[config.mk]
export PLATFORM = sky130hd
export DESIGN_NAME = planar_arm_forward_kinematics_top
export DESIGN_NICKNAME = d
export VERILOG_FILES = /design/src/hw/rtl/pafk_pkg.sv /design/src/hw/rtl/pafk_cordic.sv /design/src/hw/rtl/planar_arm_forward_kinematics_top.sv
export VERILOG_INCLUDE_DIRS = /design/src /design/src/hw/rtl
export SDC_FILE = /design/constraint.sdc
export NUM_CORES = 2
export LEC_CHECK = 0
export BUFFER_PORTS_ARGS = -buffer_cell sky130_fd_sc_hd__clkbuf_2
export CORE_MARGIN = 8
export CORE_UTILIZATION = 60
export CTS_BUF_LIST = sky130_fd_sc_hd__clkbuf_8
export CTS_CLUSTER_SIZE = 10
export DETAILED_ROUTE_END_ITERATION = 10
export MAX_ROUTING_LAYER = met4
export PLACE_DENSITY_LB_ADDON = 0.3
export SYNTH_ARGS = -nofsm -noshare
export SYNTH_HDL_FRONTEND = slang
export SYNTH_HIERARCHICAL = 1
export SYNTH_SLANG_ARGS = --single-unit
[constraint.sdc]
create_clock -name i_clk -period 10.8 [get_ports i_clk]
set_input_delay 1.08 -clock i_clk [delete_from_list [all_inputs] [get_ports i_clk]]
set_output_delay 1.08 -clock i_clk [all_outputs]
set_load 0.1 [all_outputs]
[src/hw/rtl/assert_macros.svh]
// Assertion helper macros, included by the top-level RTL file.
`ifndef ASSERT_MACROS_SVH
`define ASSERT_MACROS_SVH

// Check an implication on every clock edge once reset is released.
`define ASSERT_CLK(label, clk, rst_n, prop, msg) \
    label: assert property (@(posedge clk) disable iff (!rst_n) (prop)) else $error(msg);

// Check an implication on every clock edge, reset included.
`define ASSERT_ALWAYS(label, clk, prop, msg) \
    label: assert property (@(posedge clk) (prop)) else $error(msg);

`endif

[src/hw/rtl/pafk_pkg.sv]
// ----------------------------------------------------------------------------
// pafk_pkg
// Shared types and constants for the planar arm kinematics block.
// ----------------------------------------------------------------------------
package pafk_pkg;

    localparam int MaxLinks    = 16;
    localparam int AngleBits   = 16;
    localparam int CordicSteps = 16;
    localparam int StepBits    = $clog2(CordicSteps);
    localparam int CntBits     = $clog2(MaxLinks);

    // Datapath width of the rotator: magnitude (22 bit) times gain needs ~54 bits.
    localparam int DW = 56;

    localparam logic [31:0] InvGain = 32'd1304065748;

    localparam logic signed [21:0] RunMax = 22'sd2097151;
    localparam logic signed [21:0] RunMin = -22'sd2097152;
    localparam logic signed [20:0] OutMax = 21'sd1048575;
    localparam logic signed [20:0] OutMin = -21'sd1048576;

    localparam logic [0:0] RegLinkLength   = 1'b0;
    localparam logic [0:0] RegBaseRotation = 1'b1;

    function automatic logic [31:0] atan_turn(input logic [4:0] i);
        case (i)
            5'd0:  return 32'h20000000;
            5'd1:  return 32'h12E4051E;
            5'd2:  return 32'h09FB385B;
            5'd3:  return 32'h051111D4;
            5'd4:  return 32'h028B0D43;
            5'd5:  return 32'h0145D7E1;
            5'd6:  return 32'h00A2F61E;
            5'd7:  return 32'h00517C55;
            5'd8:  return 32'h0028BE53;
            5'd9:  return 32'h00145F2F;
            5'd10: return 32'h000A2F98;
            5'd11: return 32'h000517CC;
            5'd12: return 32'h00028BE6;
            5'd13: return 32'h000145F3;
            5'd14: return 32'h0000A2FA;
            5'd15: return 32'h0000517D;
            5'd16: return 32'h000028BE;
            5'd17: return 32'h0000145F;
            5'd18: return 32'h00000A30;
            5'd19: return 32'h00000518;
            5'd20: return 32'h0000028C;
            5'd21: return 32'h00000146;
            5'd22: return 32'h000000A3;
            default: return 32'h00000051;
        endcase
    endfunction

    // Handshake between the sequencer and the rotator.
    typedef struct packed {
        logic start;
    } t_rot_ctrl;

    typedef struct packed {
        logic busy;
        logic done;
    } t_rot_stat;

endpackage

[src/hw/rtl/pafk_cordic.sv]
// ----------------------------------------------------------------------------
// pafk_cordic
// Shared iterative rotator: turns (mag, 0) by an angle, one step per cycle.
// ----------------------------------------------------------------------------
module pafk_cordic import pafk_pkg::*; (
    input  logic                     i_clk,
    input  logic                     i_rst_n,
    input  t_rot_ctrl                i_ctrl,
    input  logic signed [21:0]       i_mag,
    input  logic [AngleBits-1:0]     i_angle,
    output t_rot_stat                o_stat,
    output logic signed [DW-17:0]    o_cos,
    output logic signed [DW-17:0]    o_sin
);

    typedef enum logic [2:0] {
        S_IDLE = 3'b001,
        S_MUL  = 3'b010,
        S_ITER = 3'b100
    } t_state;

    t_state                r_state;
    logic [StepBits-1:0]   r_step;
    logic signed [DW-1:0]  r_x, r_y;
    logic signed [32:0]    r_z;
    logic [31:0]           r_a;
    logic signed [21:0]    r_mag;
    logic                  r_done;

    logic [31:0]           w_a;
    logic                  w_flip;
    logic signed [DW-1:0]  w_prod;
    logic signed [DW-1:0]  w_dx, w_dy;
    logic [4:0]            w_idx;

    assign w_a    = 32'(i_angle) << (32 - AngleBits);
    assign w_flip = (r_a[31:30] == 2'd1) || (r_a[31:30] == 2'd2);
    assign w_prod = DW'(r_mag) * $signed({1'b0, InvGain});
    // >>> floors for signed values
    assign w_dx   = r_y >>> r_step;
    assign w_dy   = r_x >>> r_step;
    assign w_idx  = 5'(r_step);

    always_ff @(posedge i_clk) begin
        if (!i_rst_n) begin
            r_state <= S_IDLE;
            r_done  <= 1'b0;
            r_step  <= '0;
        end else begin
            r_done <= 1'b0;
            unique case (r_state)
                S_IDLE: begin
                    if (i_ctrl.start) begin
                        r_mag   <= i_mag;
                        r_a     <= w_a;
                        r_state <= S_MUL;
                    end
                end
                S_MUL: begin
                    r_x     <= w_flip ? -(w_prod >>> 15) : (w_prod >>> 15);
                    r_y     <= '0;
                    r_z     <= w_flip ? 33'($signed(r_a + 32'h80000000))
                                      : 33'($signed(r_a));
                    r_step  <= '0;
                    r_state <= S_ITER;
                end
                S_ITER: begin
                    if (!r_z[32]) begin
                        r_x <= r_x - w_dx;
                        r_y <= r_y + w_dy;
                        r_z <= r_z - $signed({1'b0, atan_turn(w_idx)});
                    end else begin
                        r_x <= r_x + w_dx;
                        r_y <= r_y - w_dy;
                        r_z <= r_z + $signed({1'b0, atan_turn(w_idx)});
                    end
                    r_step <= r_step + 1'b1;
                    if (r_step == StepBits'(CordicSteps - 1)) begin
                        r_state <= S_IDLE;
                        r_done  <= 1'b1;
                    end
                end
                default: r_state <= S_IDLE;
            endcase
        end
    end

    logic signed [DW-1:0] w_xr, w_yr;
    assign w_xr = (r_x + DW'(32768)) >>> 16;
    assign w_yr = (r_y + DW'(32768)) >>> 16;
    assign o_cos = w_xr[DW-17:0];
    assign o_sin = w_yr[DW-17:0];
    assign o_stat.busy = (r_state != S_IDLE);
    assign o_stat.done = r_done;

endmodule

[src/hw/rtl/planar_arm_forward_kinematics_top.sv]
// Each joint word is processed by two back-to-back rotations on the single shared
// rotator. The input is not ready until the result for the word has been loaded
// into the output register; a full output register stalls the sequencer.
// A finished result waits in the output register while the next word is taken.
// Reset (synchronous, active low) clears state, config, running sums and counter.
// ----------------------------------------------------------------------------
// planar_arm_forward_kinematics_top
// Serial arm forward kinematics with a shared iterative rotator.
// ----------------------------------------------------------------------------
module planar_arm_forward_kinematics_top import pafk_pkg::*; (
    input  logic        i_clk,
    input  logic        i_rst_n,
    input  logic        i_cfg_valid,
    output logic        o_cfg_ready,
    input  logic [0:0]  i_cfg_index,
    input  logic [15:0] i_cfg_data,
    input  logic        s_axis_tvalid,
    output logic        s_axis_tready,
    input  logic [15:0] s_axis_tdata,  // [15:0] joint_angle
    input  logic        s_axis_tlast,  // last_joint
    output logic        m_axis_tvalid,
    input  logic        m_axis_tready,
    output logic [103:0] m_axis_tdata, // [3:0] joint_number, [19:4] absolute_angle,
                                       // [40:20] reach, [61:41] height,
                                       // [82:62] world_x, [103:83] world_y
    output logic        m_axis_tlast   // last_out
);

    typedef enum logic [3:0] {
        S_IDLE  = 4'b0001,
        S_JOINT = 4'b0010,
        S_BASE  = 4'b0100,
        S_DONE  = 4'b1000
    } t_seq;

    t_seq                r_seq;
    logic [15:0]         r_link_length, r_base_rotation;
    logic [15:0]         r_angle;
    logic signed [21:0]  r_reach_run, r_height_run;
    logic [CntBits-1:0]  r_count;
    logic                r_last;
    logic                r_wait;   // rotation started, result pending
    logic                r_ovalid;
    logic [103:0]        r_odata;
    logic                r_olast;
    logic signed [20:0]  r_reach, r_height;

    t_rot_ctrl           w_ctrl;
    t_rot_stat           w_stat;
    logic signed [21:0]  w_mag;
    logic [15:0]         w_rot_angle;
    logic signed [DW-17:0] w_cos, w_sin;
    logic signed [DW-17:0] w_rsum, w_hsum;
    logic                w_in_acc;
    logic                w_out_load;

    // Saturate a wide value into 21 bits.
    function automatic logic signed [20:0] sat21(input logic signed [DW-17:0] v);
        if (v > (DW-16)'(OutMax)) return OutMax;
        if (v < (DW-16)'(OutMin)) return OutMin;
        return v[20:0];
    endfunction

    function automatic logic signed [21:0] sat22(input logic signed [DW-17:0] v);
        if (v > (DW-16)'(RunMax)) return RunMax;
        if (v < (DW-16)'(RunMin)) return RunMin;
        return v[21:0];
    endfunction

    assign o_cfg_ready   = 1'b1;
    assign s_axis_tready = (r_seq == S_IDLE);
    assign w_in_acc      = s_axis_tvalid && s_axis_tready;
    // Load the output register once it is free or being drained this cycle.
    assign w_out_load    = (r_seq == S_DONE) && (!r_ovalid || m_axis_tready);

    // Start one rotation on entry to each rotation phase.
    assign w_ctrl.start  = !r_wait && ((r_seq == S_JOINT) || (r_seq == S_BASE));
    assign w_mag         = (r_seq == S_JOINT) ? $signed({6'd0, r_link_length})
                                              : 22'(r_reach);
    assign w_rot_angle   = (r_seq == S_JOINT) ? r_angle : r_base_rotation;
    assign w_rsum        = (DW-16)'(r_reach_run) + w_cos;
    assign w_hsum        = (DW-16)'(r_height_run) + w_sin;

    pafk_cordic u_rot (
        .i_clk   (i_clk),
        .i_rst_n (i_rst_n),
        .i_ctrl  (w_ctrl),
        .i_mag   (w_mag),
        .i_angle (w_rot_angle),
        .o_stat  (w_stat),
        .o_cos   (w_cos),
        .o_sin   (w_sin)
    );

    always_ff @(posedge i_clk) begin
        if (!i_rst_n) begin
            r_seq           <= S_IDLE;
            r_link_length   <= '0;
            r_base_rotation <= '0;
            r_angle         <= '0;
            r_reach_run     <= '0;
            r_height_run    <= '0;
            r_count         <= '0;
            r_wait          <= 1'b0;
            r_ovalid        <= 1'b0;
        end else begin
            if (i_cfg_valid) begin
                unique case (i_cfg_index)
                    RegLinkLength:   r_link_length   <= i_cfg_data;
                    RegBaseRotation: r_base_rotation <= i_cfg_data;
                    default: ;
                endcase
            end
            if (w_out_load) r_ovalid <= 1'b1;
            else if (r_ovalid && m_axis_tready) r_ovalid <= 1'b0;
            if (w_ctrl.start) r_wait <= 1'b1;
            unique case (r_seq)
                S_IDLE: begin
                    if (w_in_acc) begin
                        r_angle <= r_angle + s_axis_tdata;
                        r_last  <= s_axis_tlast;
                        r_seq   <= S_JOINT;
                    end
                end
                S_JOINT: begin
                    if (r_wait && w_stat.done) begin
                        r_wait       <= 1'b0;
                        r_reach_run  <= sat22(w_rsum);
                        r_height_run <= sat22(w_hsum);
                        r_reach      <= sat21((DW-16)'(sat22(w_rsum)));
                        r_height     <= sat21((DW-16)'(sat22(w_hsum)));
                        r_seq        <= S_BASE;
                    end
                end
                S_BASE: begin
                    if (r_wait && w_stat.done) begin
                        r_wait <= 1'b0;
                        r_seq  <= S_DONE;
                    end
                end
                S_DONE: begin
                    // Hold until the output register is free; the rotator keeps
                    // its last result meanwhile.
                    if (w_out_load) begin
                        r_odata <= {sat21(w_sin), sat21(w_cos), r_height, r_reach,
                                    r_angle, 4'(r_count)};
                        r_olast <= r_last;
                        if (r_last) begin
                            r_angle      <= '0;
                            r_reach_run  <= '0;
                            r_height_run <= '0;
                            r_count      <= '0;
                        end else begin
                            r_count <= (32'(r_count) + 1 >= MaxLinks) ? '0
                                                                      : r_count + 1'b1;
                        end
                        r_seq <= S_IDLE;
                    end
                end
                default: r_seq <= S_IDLE;
            endcase
        end
    end

    assign m_axis_tvalid = r_ovalid;
    assign m_axis_tdata  = r_odata;
    assign m_axis_tlast  = r_olast;

    `include "assert_macros.svh"

    `ASSERT_CLK(a_no_input_busy, i_clk, i_rst_n, w_stat.busy |-> !s_axis_tready, "ready while rotating")
    `ASSERT_CLK(a_done_needs_wait, i_clk, i_rst_n, (w_stat.done && r_seq != S_IDLE) |-> r_wait, "stray done")
    `ASSERT_ALWAYS(a_seq_onehot, i_clk, $onehot(r_seq) || !i_rst_n, "sequencer not one-hot")

endmodule
==> summary.txt <==
WP data required: 11.23 ns
overall die height: 317 µm
Routed WL: 168 mm
sequential share of the synthesized area: 23.5%
worst reg-to-reg path cell count: 22
IO Port Bufs: 145
final hold violations: 0
YS warnings: 6
Register Area: 0.0128 mm²
count leader, synth: nand2_1
Synth area leader: edfxtp_1
top-area cell type share of the netlist area: 18.3%
H-Tree Depth: 3
cts-stage hold buffer count: 0
vias in the first global route: 45.6k
sequential power share: 25.9%
initial antenna violation count: 3
FMAX: 0.109 GHz
max-slew violations: 0
clk slew on worst S/H paths: 0.07 ns
Ports: 147
skew final: 0.0454 ns
Initial Utilization: 60.4%
Sw Share: 42.8%
CTS tree: built
die area: 0.100 mm²
fraction of registers with async set or reset after synthesis: 0%
Worst Hold Class: reg -> reg
setup bufs post-CTS: 0
Root Buffer: clkbuf_8
hold endpoint: m_axis_tdata[49]
synth top area cells: edfxtp_1 (18%), ha_1 (11%), fa_1 (9.8%)
Post-synth EDFFs: 331
top_reg_cell synth: edfxtp_1
DR WL/cell: 23.0 µm
Core Area: 0.0899 mm²
VDD IR max: 191 µV
hold depth: 0
Tot Pwr: 8.02 mW
Crit Path Category: reg -> reg
PD cells: 139 mW/mm²
area of the multi-input gates: 0.0386 mm²
Critical Path Max Stage Delay: 0.66 ns
sw power: 3.43 mW
Die W: 317 µm
Cell Area, Synth: 0.0543 mm²
Post-layout nets: 6858
Worst Path Arrival: 9.64 ns
vias per inst: 6.44
fin crit period: 9.21 ns
slowest library cell on the worst path: fa_1
DR pass1 iterations: 6
clock latency on the worst-skew pair: 0.76 ns
layout cells sized above 1: 10.3%
average cell area after synthesis: 8.96 µm²
GRT Overall Usage: 33.9%
Setup TNS: 0 ns
metal2 WL: 77.5 mm
leakage power: 24.7 nW
global placement routability congestion: 1.04
Finished Core Util: 64.0%
row cnt: 110
startpoint types: flop
drt drc: 0
#FFs+latches synth: 471
RSZ-0062 raised after global routing: false
met3 wire length: 14.0 mm
syn nets: 6856
Finish-stage setup viols: 0
Antenna Nets Post-Route: 0
grt ovf: 0
Final Cycle Share: 85.2%
initial drt markers: 5046
fillers: 7569
number of max-cap violations: 0
top routing layer in use: met4
via total after detailed routing: 47.1k
total CTS buffers: 84
Clock power frac: 22.4%
largest fanout on the critical path: 11
Clock Sink Count: 471
combinational share of power: 51.7%
Area Growth Syn to Fin: 5.86%
Syn Inst Count: 6063
post-synth cell types: 115
largest net degree at the start of global routing: 146
first-pass GRT wire length: 259 mm
outcome: finished clean
Cell Chain, Critical Path: fa_1 -> fa_1 -> inv_1 -> fa_1 -> inv_1 -> fa_1 -> fa_1 -> fa_1 -> inv_1 -> fa_1 -> inv_1 -> ha_1 -> and3_1 -> nand4_1 -> o211a_1 -> a31oi_2 -> xor2_1 -> or4_4 -> or3b_1 -> or3_4 -> nor4_4 -> o22ai_1
DP Wirelength: 134 mm
Commonest cells post-synth: nand2_1 (623), ha_1 (489), inv_1 (481)
Setup crit end kind: flop
Worst path most repeated cell: fa_1
internal power: 4.58 mW
Max Buffers Root-to-Sink: 3
Worst Hold Launch: r_height[8]
Slew HR: 19.8%
met1 wire length: 67.2 mm
R2R Setup Slk: 1.59 ns
CTS resizes: 0
Crit Reg-Reg Endpoint: u_rot/r_x[53]
measured slew at the worst slew-check pin: 1.19 ns
Worst R2R Start: u_rot/r_mag[19]
-- power groups by stage --
stage / clock (mW) / combinational [mW] / sequential (mW)
floorplan: 0 / 3.15 / 2.10
global placement: 0 / 3.99 / 2.11
detailed placement: 0 / 4.05 / 2.11
CTS: 1.82 / 4.08 / 2.08
global route: 1.89 / 4.60 / 2.08
finish: 1.79 / 4.14 / 2.08
-- metal layers --
layer / up-vias / global-route usage (%)
met3: 386 / 5.47
li1: 22000 / -
met2: 2059 / 53.4
met1: 22700 / 42.9
met4: 0 / 15.8
met5: - / -
-- registers in the layout (all words and copies together), names as in the netlist, 21 cells and up, named ones only --
register,cells
m_axis_tdata,104
r_height,21
r_height_run,22
r_reach,21
r_reach_run,22
u_rot/r_mag,22
u_rot/r_x,56
u_rot/r_y,56
u_rot/r_z,33
-- worst max-delay path: cells and delay by family, from the launching register on --
kind	cells	cell delay [ns]
flip-flops	1	0.63
AND/OR/NAND/NOR	6	2.54
AO/OA/AOI/OAI	3	0.92
XOR/XNOR	1	0.20
buffers and inverters	4	0.24
adder cells (fa/ha/maj)	8	4.34
-- cells by family after synthesis --
group | after synthesis | synth area share, %
AND/OR/NAND/NOR | 1815 | 16.1
AO/OA/AOI/OAI | 1514 | 18.1
adder cells (fa/ha/maj) | 754 | 21.0
buffers and inverters | 753 | 5.54
flip-flops | 471 | 23.5
XOR/XNOR | 458 | 7.38
multiplexers | 297 | 8.38
other | 1 | 0.00690
-- cell usage in the layout (no fill, tap or decap), types with 24 or more instances in the layout --
| cell type | count |
|---|---|
| a21o_1 | 153 |
| o31ai_1 | 43 |
| a211oi_1 | 46 |
| ha_1 | 489 |
| o21bai_1 | 40 |
| fa_1 | 265 |
| or3_1 | 47 |
| mux2i_1 | 96 |
| nand4_1 | 81 |
| dfxtp_1 | 136 |
| a31oi_1 | 74 |
| xnor2_1 | 257 |
| inv_1 | 502 |
| nor2b_1 | 53 |
| nor4_1 | 32 |
| nand3_1 | 150 |
| mux4_2 | 118 |
| o22ai_1 | 24 |
| edfxtp_1 | 331 |
| o211ai_1 | 48 |
| buf_4 | 34 |
| xor2_1 | 198 |
| nor2_1 | 383 |
| mux2_2 | 83 |
| nand2b_1 | 53 |
| a22oi_1 | 43 |
| o21ai_0 | 278 |
| nand2_1 | 623 |
| clkbuf_8 | 97 |
| and3_1 | 81 |
| clkbuf_2 | 145 |
| and2_1 | 59 |
| or2_2 | 35 |
| nor3_1 | 106 |
| o21a_1 | 46 |
| a21oi_1 | 469 |
-- layout make-up --
type / instances / area share (%)
Antenna cell: 2 / 0.00870
Clock buffer: 97 / 2.32
Clock inverter: 60 / 0.742
Inverter: 487 / 3.18
Multi-Input combinational cell: 4839 / 67.2
Sequential cell: 471 / 22.2
Tap cell: 1176 / 2.56
Timing Repair Buffer: 182 / 1.81
-- through the flow --
stage / hold slack (ns) / cells / cell area [µm²] / worst slack, ns
after detailed placement: 0.405 / 7155 / 55700 / 1.74
after global placement: 0.405 / 7155 / 55700 / 1.86
final: 0.411 / 7314 / 57500 / 1.59
after floorplan: 0.400 / 6063 / 54300 / 2.66
after CTS: 0.417 / 7312 / 57500 / 1.65
after global routing: 0.423 / 7314 / 57500 / 1.12
-- worst max path at each step --
stage	startpoint	endpoint	slack [ns]	cells past startpoint
global route	u_rot/r_mag[19]	u_rot/r_x[44]	1.12	22
global placement	u_rot/r_mag[19]	u_rot/r_x[49]	1.86	22
floorplan	u_rot/r_mag[19]	u_rot/r_x[49]	2.66	23
finish	u_rot/r_mag[19]	u_rot/r_x[53]	1.59	22
detailed placement	u_rot/r_mag[19]	u_rot/r_x[53]	1.74	22
CTS	u_rot/r_mag[19]	u_rot/r_x[53]	1.65	22
No activity file was read; power rests on OpenSTA's default activity.
